===== src/hdl/frt_pkg.sv =====
`default_nettype none
package frt_pkg;

	// fixed field widths
	localparam int COUNT_W = 4;
	localparam int LEN_W = 8;
	localparam int TOTAL_W = 11;
	localparam int SLOT_OUT_W = 3;

	// most fragments one message may have
	localparam int MAX_PARTS = 8;
	localparam int PART_IDX_W = 3;

	typedef struct packed {
		logic [COUNT_W-1:0] frag_count;
		logic [COUNT_W-1:0] frag_number;
		logic [COUNT_W-1:0] seq_id;
		logic [LEN_W-1:0]   frag_length;
		logic               closing;
	} frt_item_t;

	typedef enum logic [1:0] {
		ST_IDLE,
		ST_SCAN,
		ST_EMIT
	} frt_state_t;

endpackage
`default_nettype wire


===== src/hdl/frt_front.sv =====
`default_nettype none
module frt_front (
	input  wire logic                      clk,
	input  wire logic                      arst_n,
	input  wire logic                      in_valid,
	output logic                           in_ready,
	input  wire logic [3:0]                frag_count,
	input  wire logic [3:0]                frag_number,
	input  wire logic [3:0]                seq_id,
	input  wire logic [7:0]                frag_length,
	output logic                           push_valid,
	input  wire logic                      push_ready,
	output frt_pkg::frt_item_t             push_item
);
	import frt_pkg::*;

	logic      valid_s1;
	frt_item_t item_s1;

	// stage is free when empty or when the queue takes it now
	assign in_ready = !valid_s1 || push_ready;
	assign push_valid = valid_s1;
	assign push_item = item_s1;

	always_ff @(posedge clk or negedge arst_n) begin
		if (!arst_n) begin
			valid_s1 <= 1'b0;
		end else if (in_ready) begin
			valid_s1 <= in_valid;
		end
	end

	// a fragment closes a message when its number equals its count
	always_ff @(posedge clk) begin
		if (in_valid && in_ready) begin
			item_s1.frag_count <= frag_count;
			item_s1.frag_number <= frag_number;
			item_s1.seq_id <= seq_id;
			item_s1.frag_length <= frag_length;
			item_s1.closing <= (frag_count == frag_number);
		end
	end

endmodule
`default_nettype wire


===== src/hdl/frt_queue.sv =====
`default_nettype none
module frt_queue (
	input  wire logic               clk,
	input  wire logic               arst_n,
	input  wire logic               push_valid,
	output logic                    push_ready,
	input  wire frt_pkg::frt_item_t push_item,
	output logic                    pop_valid,
	input  wire logic               pop,
	output frt_pkg::frt_item_t      pop_item
);
	import frt_pkg::*;

	frt_item_t entry_q [2];
	logic      wr_ptr_q;
	logic      rd_ptr_q;
	logic [1:0] fill_q;
	logic      do_push;
	logic      do_pop;

	assign push_ready = (fill_q != 2'd2);
	assign pop_valid = (fill_q != 2'd0);
	assign pop_item = entry_q[rd_ptr_q];
	assign do_push = push_valid && push_ready;
	assign do_pop = pop && pop_valid;

	always_ff @(posedge clk or negedge arst_n) begin
		if (!arst_n) begin
			wr_ptr_q <= 1'b0;
			rd_ptr_q <= 1'b0;
			fill_q <= 2'd0;
		end else begin
			if (do_push) begin
				wr_ptr_q <= !wr_ptr_q;
			end
			if (do_pop) begin
				rd_ptr_q <= !rd_ptr_q;
			end
			if (do_push && !do_pop) begin
				fill_q <= fill_q + 2'd1;
			end else if (do_pop && !do_push) begin
				fill_q <= fill_q - 2'd1;
			end
		end
	end

	always_ff @(posedge clk) begin
		if (do_push) begin
			entry_q[wr_ptr_q] <= push_item;
		end
	end

endmodule
`default_nettype wire


===== src/hdl/frt_back.sv =====
`default_nettype none
module frt_back #(
	parameter int STACK_DEPTH = 8
) (
	input  wire logic               clk,
	input  wire logic               arst_n,
	input  wire logic               pop_valid,
	output logic                    pop,
	input  wire frt_pkg::frt_item_t pop_item,
	output logic                    out_valid,
	input  wire logic               out_ready,
	output logic                    complete,
	output logic [2:0]              slot,
	output logic [7:0]              part_length,
	output logic [10:0]             total_length,
	output logic                    last
);
	import frt_pkg::*;

	localparam int SLOT_W = (STACK_DEPTH > 1) ? $clog2(STACK_DEPTH) : 1;
	localparam int EXT_W = SLOT_W + SLOT_OUT_W;

	// fragment table
	logic [STACK_DEPTH-1:0] slot_valid_q;
	logic [COUNT_W-1:0]     slot_seq_q    [STACK_DEPTH];
	logic [COUNT_W-1:0]     slot_number_q [STACK_DEPTH];
	logic [COUNT_W-1:0]     slot_total_q  [STACK_DEPTH];
	logic [LEN_W-1:0]       slot_len_q    [STACK_DEPTH];
	logic [SLOT_W-1:0]      write_ptr_q;

	// search state
	frt_state_t           state_q;
	frt_state_t           state_d;
	logic [SLOT_W-1:0]    scan_q;
	logic [COUNT_W-1:0]   part_q;
	logic [COUNT_W-1:0]   need_q;
	logic [COUNT_W-1:0]   seq_q;
	logic [TOTAL_W-1:0]   total_q;
	logic                 fail_q;
	logic [SLOT_W-1:0]    written_q;
	logic [PART_IDX_W-1:0] emit_q;
	logic [SLOT_W-1:0]    found_slot_q [MAX_PARTS];
	logic [LEN_W-1:0]     found_len_q  [MAX_PARTS];

	// output register
	logic                 out_valid_q;

	logic                 hit;
	logic                 first_part;
	logic [COUNT_W-1:0]   hit_total;
	logic [COUNT_W-1:0]   need_eff;
	logic                 bad_need;
	logic                 scan_end;
	logic                 load_out;
	logic                 emit_last;
	logic [PART_IDX_W-1:0] part_idx;
	logic [EXT_W-1:0]     emit_slot_ext;
	logic [EXT_W-1:0]     written_ext;

	assign hit = slot_valid_q[scan_q] && (slot_seq_q[scan_q] == seq_q)
		&& (slot_number_q[scan_q] == part_q);
	assign first_part = (part_q == COUNT_W'(1));
	assign hit_total = slot_total_q[scan_q];
	assign need_eff = first_part ? hit_total : need_q;
	assign bad_need = first_part
		&& ((hit_total == '0) || (hit_total > COUNT_W'(MAX_PARTS)));
	assign scan_end = (scan_q == SLOT_W'(STACK_DEPTH - 1));
	assign part_idx = PART_IDX_W'(part_q - COUNT_W'(1));
	assign emit_slot_ext = EXT_W'(found_slot_q[emit_q]);
	assign written_ext = EXT_W'(written_q);
	assign out_valid = out_valid_q;

	// next state
	always_comb begin
		state_d = state_q;
		case (state_q)
			ST_IDLE: begin
				if (pop_valid && pop_item.closing) begin
					state_d = ST_SCAN;
				end
			end
			ST_SCAN: begin
				if (hit) begin
					if (bad_need || (part_q == need_eff)) begin
						state_d = ST_EMIT;
					end
				end else if (scan_end) begin
					state_d = ST_EMIT;
				end
			end
			ST_EMIT: begin
				if (load_out && emit_last) begin
					state_d = ST_IDLE;
				end
			end
			default: begin
				state_d = ST_IDLE;
			end
		endcase
	end

	// control strobes
	always_comb begin
		pop = 1'b0;
		load_out = 1'b0;
		emit_last = fail_q
			|| (({1'b0, emit_q} + (PART_IDX_W+1)'(1)) == (PART_IDX_W+1)'(need_q));
		case (state_q)
			ST_IDLE: begin
				pop = pop_valid;
			end
			ST_EMIT: begin
				load_out = !out_valid_q || out_ready;
			end
			default: begin
				pop = 1'b0;
			end
		endcase
	end

	always_ff @(posedge clk or negedge arst_n) begin
		if (!arst_n) begin
			state_q <= ST_IDLE;
			slot_valid_q <= '0;
			write_ptr_q <= '0;
			scan_q <= '0;
			part_q <= '0;
			need_q <= '0;
			seq_q <= '0;
			total_q <= '0;
			fail_q <= 1'b0;
			written_q <= '0;
			emit_q <= '0;
			out_valid_q <= 1'b0;
		end else begin
			state_q <= state_d;
			if (pop) begin
				slot_valid_q[write_ptr_q] <= 1'b1;
				written_q <= write_ptr_q;
				write_ptr_q <= (write_ptr_q == SLOT_W'(STACK_DEPTH - 1)) ? '0
					: write_ptr_q + SLOT_W'(1);
				part_q <= COUNT_W'(1);
				need_q <= '0;
				scan_q <= '0;
				total_q <= '0;
				fail_q <= 1'b0;
				emit_q <= '0;
				seq_q <= pop_item.seq_id;
			end
			if (state_q == ST_SCAN) begin
				if (hit) begin
					if (first_part) begin
						need_q <= hit_total;
					end
					if (bad_need) begin
						fail_q <= 1'b1;
					end else begin
						total_q <= total_q + TOTAL_W'(slot_len_q[scan_q]);
						if (part_q != need_eff) begin
							part_q <= part_q + COUNT_W'(1);
							scan_q <= '0;
						end
					end
				end else if (scan_end) begin
					fail_q <= 1'b1;
				end else begin
					scan_q <= scan_q + SLOT_W'(1);
				end
			end
			if (load_out) begin
				out_valid_q <= 1'b1;
				emit_q <= emit_q + PART_IDX_W'(1);
			end else if (out_ready) begin
				out_valid_q <= 1'b0;
			end
		end
	end

	// table contents, found list and result payload
	always_ff @(posedge clk) begin
		if (pop) begin
			slot_seq_q[write_ptr_q] <= pop_item.seq_id;
			slot_number_q[write_ptr_q] <= pop_item.frag_number;
			slot_total_q[write_ptr_q] <= pop_item.frag_count;
			slot_len_q[write_ptr_q] <= pop_item.frag_length;
		end
		if ((state_q == ST_SCAN) && hit && !bad_need) begin
			found_slot_q[part_idx] <= scan_q;
			found_len_q[part_idx] <= slot_len_q[scan_q];
		end
		if (load_out) begin
			if (fail_q) begin
				complete <= 1'b0;
				slot <= written_ext[SLOT_OUT_W-1:0];
				part_length <= '0;
				total_length <= '0;
				last <= 1'b1;
			end else begin
				complete <= 1'b1;
				slot <= emit_slot_ext[SLOT_OUT_W-1:0];
				part_length <= found_len_q[emit_q];
				total_length <= total_q;
				last <= emit_last;
			end
		end
	end

endmodule
`default_nettype wire


===== src/hdl/fragment_reassembly_table_unit.sv =====
// fragment reassembly table
// input channel (in_valid/in_ready): one message fragment per item, carrying
// frag_count, frag_number, seq_id and frag_length. output channel
// (out_valid/out_ready): result items with complete, slot, part_length,
// total_length and last.
// a fragment whose number differs from its count only lands in the table and
// gives no result. a closing fragment starts a search that walks the table
// one slot per cycle for each fragment number up to the count stored with
// fragment one, then emits one result item per fragment found; a failed
// search gives one item with complete low and last high.
// a non-closing fragment passes the table stage without a search; a two-entry
// queue and an input register let the input side take up to three fragments
// while a search is running or while the output is stalled.
// reset clears the slot valid bits, the write pointer, the queue and the
// output valid bit; the table holds no message after reset.
// a stalled receiver holds the result register, which stops the search engine
// and, once the queue and the input register are full, drops in_ready.
`default_nettype none
module fragment_reassembly_table_unit #(
	parameter int STACK_DEPTH = 8
) (
	input  wire logic        clk,
	input  wire logic        arst_n,
	input  wire logic        in_valid,
	output logic             in_ready,
	input  wire logic [3:0]  frag_count,
	input  wire logic [3:0]  frag_number,
	input  wire logic [3:0]  seq_id,
	input  wire logic [7:0]  frag_length,
	output logic             out_valid,
	input  wire logic        out_ready,
	output logic             complete,
	output logic [2:0]       slot,
	output logic [7:0]       part_length,
	output logic [10:0]      total_length,
	output logic             last
);
	import frt_pkg::*;

	// front register to queue
	logic      push_valid;
	logic      push_ready;
	frt_item_t push_item;

	// queue to search engine
	logic      pop_valid;
	logic      pop;
	frt_item_t pop_item;

	// accept and classify each fragment
	frt_front u_front (
		.clk         (clk),
		.arst_n      (arst_n),
		.in_valid    (in_valid),
		.in_ready    (in_ready),
		.frag_count  (frag_count),
		.frag_number (frag_number),
		.seq_id      (seq_id),
		.frag_length (frag_length),
		.push_valid  (push_valid),
		.push_ready  (push_ready),
		.push_item   (push_item)
	);

	// short decoupling queue
	frt_queue u_queue (
		.clk        (clk),
		.arst_n     (arst_n),
		.push_valid (push_valid),
		.push_ready (push_ready),
		.push_item  (push_item),
		.pop_valid  (pop_valid),
		.pop        (pop),
		.pop_item   (pop_item)
	);

	// table, search and result emission
	frt_back #(
		.STACK_DEPTH (STACK_DEPTH)
	) u_back (
		.clk          (clk),
		.arst_n       (arst_n),
		.pop_valid    (pop_valid),
		.pop          (pop),
		.pop_item     (pop_item),
		.out_valid    (out_valid),
		.out_ready    (out_ready),
		.complete     (complete),
		.slot         (slot),
		.part_length  (part_length),
		.total_length (total_length),
		.last         (last)
	);

endmodule
`default_nettype wire


===== config.mk =====
export PLATFORM = sky130hd
export DESIGN_NAME = fragment_reassembly_table_unit
export DESIGN_NICKNAME = d
export VERILOG_FILES = /design/src/hdl/frt_pkg.sv /design/src/hdl/frt_front.sv /design/src/hdl/frt_queue.sv /design/src/hdl/frt_back.sv /design/src/hdl/fragment_reassembly_table_unit.sv
export SDC_FILE = /design/constraint.sdc
export NUM_CORES = 1
export LEC_CHECK = 0
export ABC_AREA = 1
export BUFFER_PORTS_ARGS = -buffer_cell sky130_fd_sc_hd__buf_2
export CAP_MARGIN = 20
export CORE_MARGIN = 2
export CORE_UTILIZATION = 60
export DETAILED_ROUTE_END_ITERATION = 10
export PLACE_DENSITY = 0.75
export SYNTH_ARGS = -nofsm -noshare
export SYNTH_HDL_FRONTEND = slang
export SYNTH_SLANG_ARGS = --single-unit

===== constraint.sdc =====
create_clock -name clk -period 5.4 [get_ports clk]
set_input_delay 0.27 -clock clk [delete_from_list [all_inputs] [get_ports clk]]
set_output_delay 0.27 -clock clk [all_outputs]
set_load 0.005 [all_outputs]

==> key figures <==
Setup path
  • CP cell instances: inv_6 -> o21ai_0 -> o22ai_1 -> nor2_1 -> a31oi_1 -> ha_1 -> inv_1 -> fa_1 -> nand3b_1 -> o211ai_1 -> a31oi_1 -> nor3_1 -> nand3_1 -> nand3_1 -> o21ai_0
  • Critical path class: reg2reg
  • CP Data Required Time: ~5800 ps
  • Slowest CP cell: dfrtp_2
  • Startpoint types: register
  • Worst-path maximum fanout: between 80 and 90
  • CP endpoint kind: register
  • WP buf/inv: 2
  • Crit path arrival time: between 4000 and 5000 ps
  • Top Family by Delay on Critical Path: compound AO/OA/AOI/OAI gates
  • Max incr delay on CP: 670 ps

Synthesis
  • Area share of the largest cell type after synthesis: between 60% and 70%
  • Synth top area cells: edfxtp_1 (62%), dfrtp_1 (8.0%), nand2_1 (7.1%), nor2_1 (4.7%), o21ai_0 (3.5%)
  • Area leader, netlist: edfxtp_1
  • Syn_nets: between 1000 and 1500
  • Post-synth ARST share: 13.4%
  • Post-synth EDFFs: 335
  • Mapped Area: ~16000 um^2
  • Share of the yosys chip area belonging to registers: a little over two thirds
  • Count of different cell masters after synthesis: just over 40
  • Register bit count reported by yosys: roughly 390
  • Top FF cell, synth: edfxtp_1
  • Mean Syn Cell Area: around 11 um^2
  • Most frequent cell after synthesis: edfxtp_1
  • Synth top cells by count: edfxtp_1 (335), nand2_1 (307), nor2_1 (205), inv_1 (123), o21ai_0 (113)
  • Mapped Cells: ~1400
  • Syn. warnings: 0

Layout
  • Final Util: 69.0%
  • Final Net Count: 1571
  • Layout area overhead: 13.5%
  • Ratio of cells with drive above 1 in the final layout: around an eighth
  • Antenna cells: 0

Power
  • Pwr per Cell Area: roughly 570 nW/um^2
  • Pleak: 0.00730 uW
  • VDD IR-drop max: 0.392 mV

Detailed routing
  • Remaining antenna violation count: 0
  • WL per Instance: ~18 um
  • DRT Wirelength: about 35 mm
  • Vias per inst: about 5.6
  • Drt drc: 0
  • Via count: 10700
  • Initial DRC Count: around 1300
  • TritonRoute pass-1 iters: 5

Floorplanning
  • Die area: approximately 28000 um^2
  • Die extent in x: 169 um
  • CORE AREA: between 20000 and 30000 um^2
  • Initial Util: slightly above 60%
  • Row Count: 60
  • Die Ht: around 170 um
  • IO Count: 50

CTS
  • Clk_lat worst skew: approximately 540 ps
  • Postcts setup bufs: 0
  • Clock buffer depth: 3
  • Post-CTS Resized: 0
  • CTS tree: built
  • Clk root buf: clkbuf_16
  • H-tree levels: 2
  • Total CTS buffers: 40
  • Clock sink total: ~390
  • Clk pin slew, worst setup/hold paths: 60 ps
  • Post-cts hold buffer count: 22

Timing
  • Worst slew pin tran: about 1100 ps
  • Max Slew Vio Count: 0
  • Max-slew headroom: between 20% and 30%
  • Clock Skew: about 26 ps
  • Unrepaired setup endpoints after global routing: no
  • Post-route minimum period: 4140 ps
  • Final setup viols: 0
  • Fmax: roughly 0.24 GHz
  • Final hold viol count: 0
  • Period utilization: 76.6%
  • Final setup TNS: 0 ps

Global route
  • Vias in the first global route: about 11000
  • Gr ovfl total: 0
  • Initial antenna violation count: 0
  • Maximum number of pins on one net before global-route repair: just over 80
  • GRT Total Usage: about 25%
  • Global-route wire length before repair: about 55 mm

Flow run
  • Max_cap viols: 0

Status
  • Status: completed

Placed design
  • Global placement routability congestion: 0.865
  • Port Buf Inserts: slightly below 50
  • Hpwl dp: about 21 mm

Worst hold path
  • Worst hold path type: in2reg
cell families (layout without fill, tap and decap cells):
group / after synthesis / in the layout / share of synthesized area, %
flops: 387 / 387 / 69.8
simple gates: 634 / 634 / 15.9
compound gates: 201 / 201 / 7.00
fa+ha+maj: 18 / 18 / 1.43
buf+inv: 188 / 302 / 4.97
xor+xnor: 17 / 17 / 0.914
worst register-to-register path, cell delays in order (launching register included):
cell      delay, ps
dfrtp_2         670
inv_6           580
o21ai_0         160
o22ai_1         130
nor2_1           50
a31oi_1         520
ha_1            310
inv_1            70
fa_1            390
nand3b_1        200
o211ai_1        260
a31oi_1         170
nor3_1          230
nand3_1         110
nand3_1          90
o21ai_0          80
placed cells by master (no fill, tap or decap), types with 17 or more instances in the layout:
master and n:
nand3_1 96, edfxtp_1 335, inv_1 123, dlygate4sd3_1 22, buf_4 28, ha_1 17, nand2_1 307, buf_2 49
nor2_1 194, o21ai_0 113, clkbuf_16 40, o22ai_1 22, dfrtp_1 50
worst paths after layout:
check | from | endpoint | slack (ps) | cells past startpoint
max | u_back.scan_q[0] | u_back.total_q[10] | 1260 | 15
min | in_valid | u_front.push_valid | 30 | 3
max reg2reg | u_back.scan_q[0] | u_back.total_q[10] | 1260 | 15
min reg2reg | u_front.push_item[20] | u_queue.entry_q[1][20] | 450 | 0
max in group asynchronous | arst_n | u_back.scan_q[0] | 4370 | 3
min in group asynchronous | arst_n | u_back.total_q[6] | 450 | 3
state kept, by name (all words and copies together), names as in the netlist, 2 cells and up:
name / count
u_back.scan_q: 3
u_back.slot_len_q: 64
u_back.slot_number_q: 32
u_back.found_len_q: 64
u_back.part_length: 8
u_back.part_q: 4
u_queue.fill_q: 2
u_back.slot_seq_q: 32
u_back.emit_q: 3
u_back.total_q: 11
u_back.slot_valid_q: 8
u_queue.entry_q: 42
u_back.seq_q: 4
u_front.push_item: 21
u_back.written_q: 3
u_back.slot: 3
u_back.need_q: 4
u_back.slot_total_q: 32
u_back.state_q: 2
u_back.total_length: 11
u_back.write_ptr_q: 3
u_back.found_slot_q: 24
layer usage:
| metal | share of wire [%] | track usage, % | up-vias |
|---|---|---|---|
| met5 | 0 | 0 | - |
| met2 | 50 | 43.8 | 396 |
| met3 | 6.2 | 3.97 | 76 |
| li1 | - | - | 5100 |
| met4 | 2.9 | 9.41 | 0 |
| met1 | 41 | 31.6 | 5096 |
area by class of cell:
cell class | instances | area [um^2]
flip-flops and latches | 387 | 11400
fillers | 1832 | 8310
multi-input cells | 870 | 4140
clock buffers | 52 | 1130
repair buffers | 101 | 718
inverters | 129 | 492
well taps | 341 | 427
clock inverters | 20 | 218
report_power, final:
part / switching [uW] / total, uW / internal (uW)
registers: 304 / 4500 / 4200
logic: 2280 / 3180 / 899
clock network: 1120 / 2780 / 1660
per-stage QoR:
stage          worst slack, ps  hold slack (ps)  cells  instance area (um^2)  power, uW
3_5_place_dp              1270              431   1804                 16900       7650
6_report                  1260             34.3   1900                 18500      10500
4_1_cts                   1260             16.1   1898                 18400      10400
5_1_grt                    844             50.9   1900                 18500      11100
3_3_place_gp              1380              423   1804                 16900       7540
2_1_floorplan             1970            -25.6   1445                 16300       6710
(Power assumes the default switching activity.)
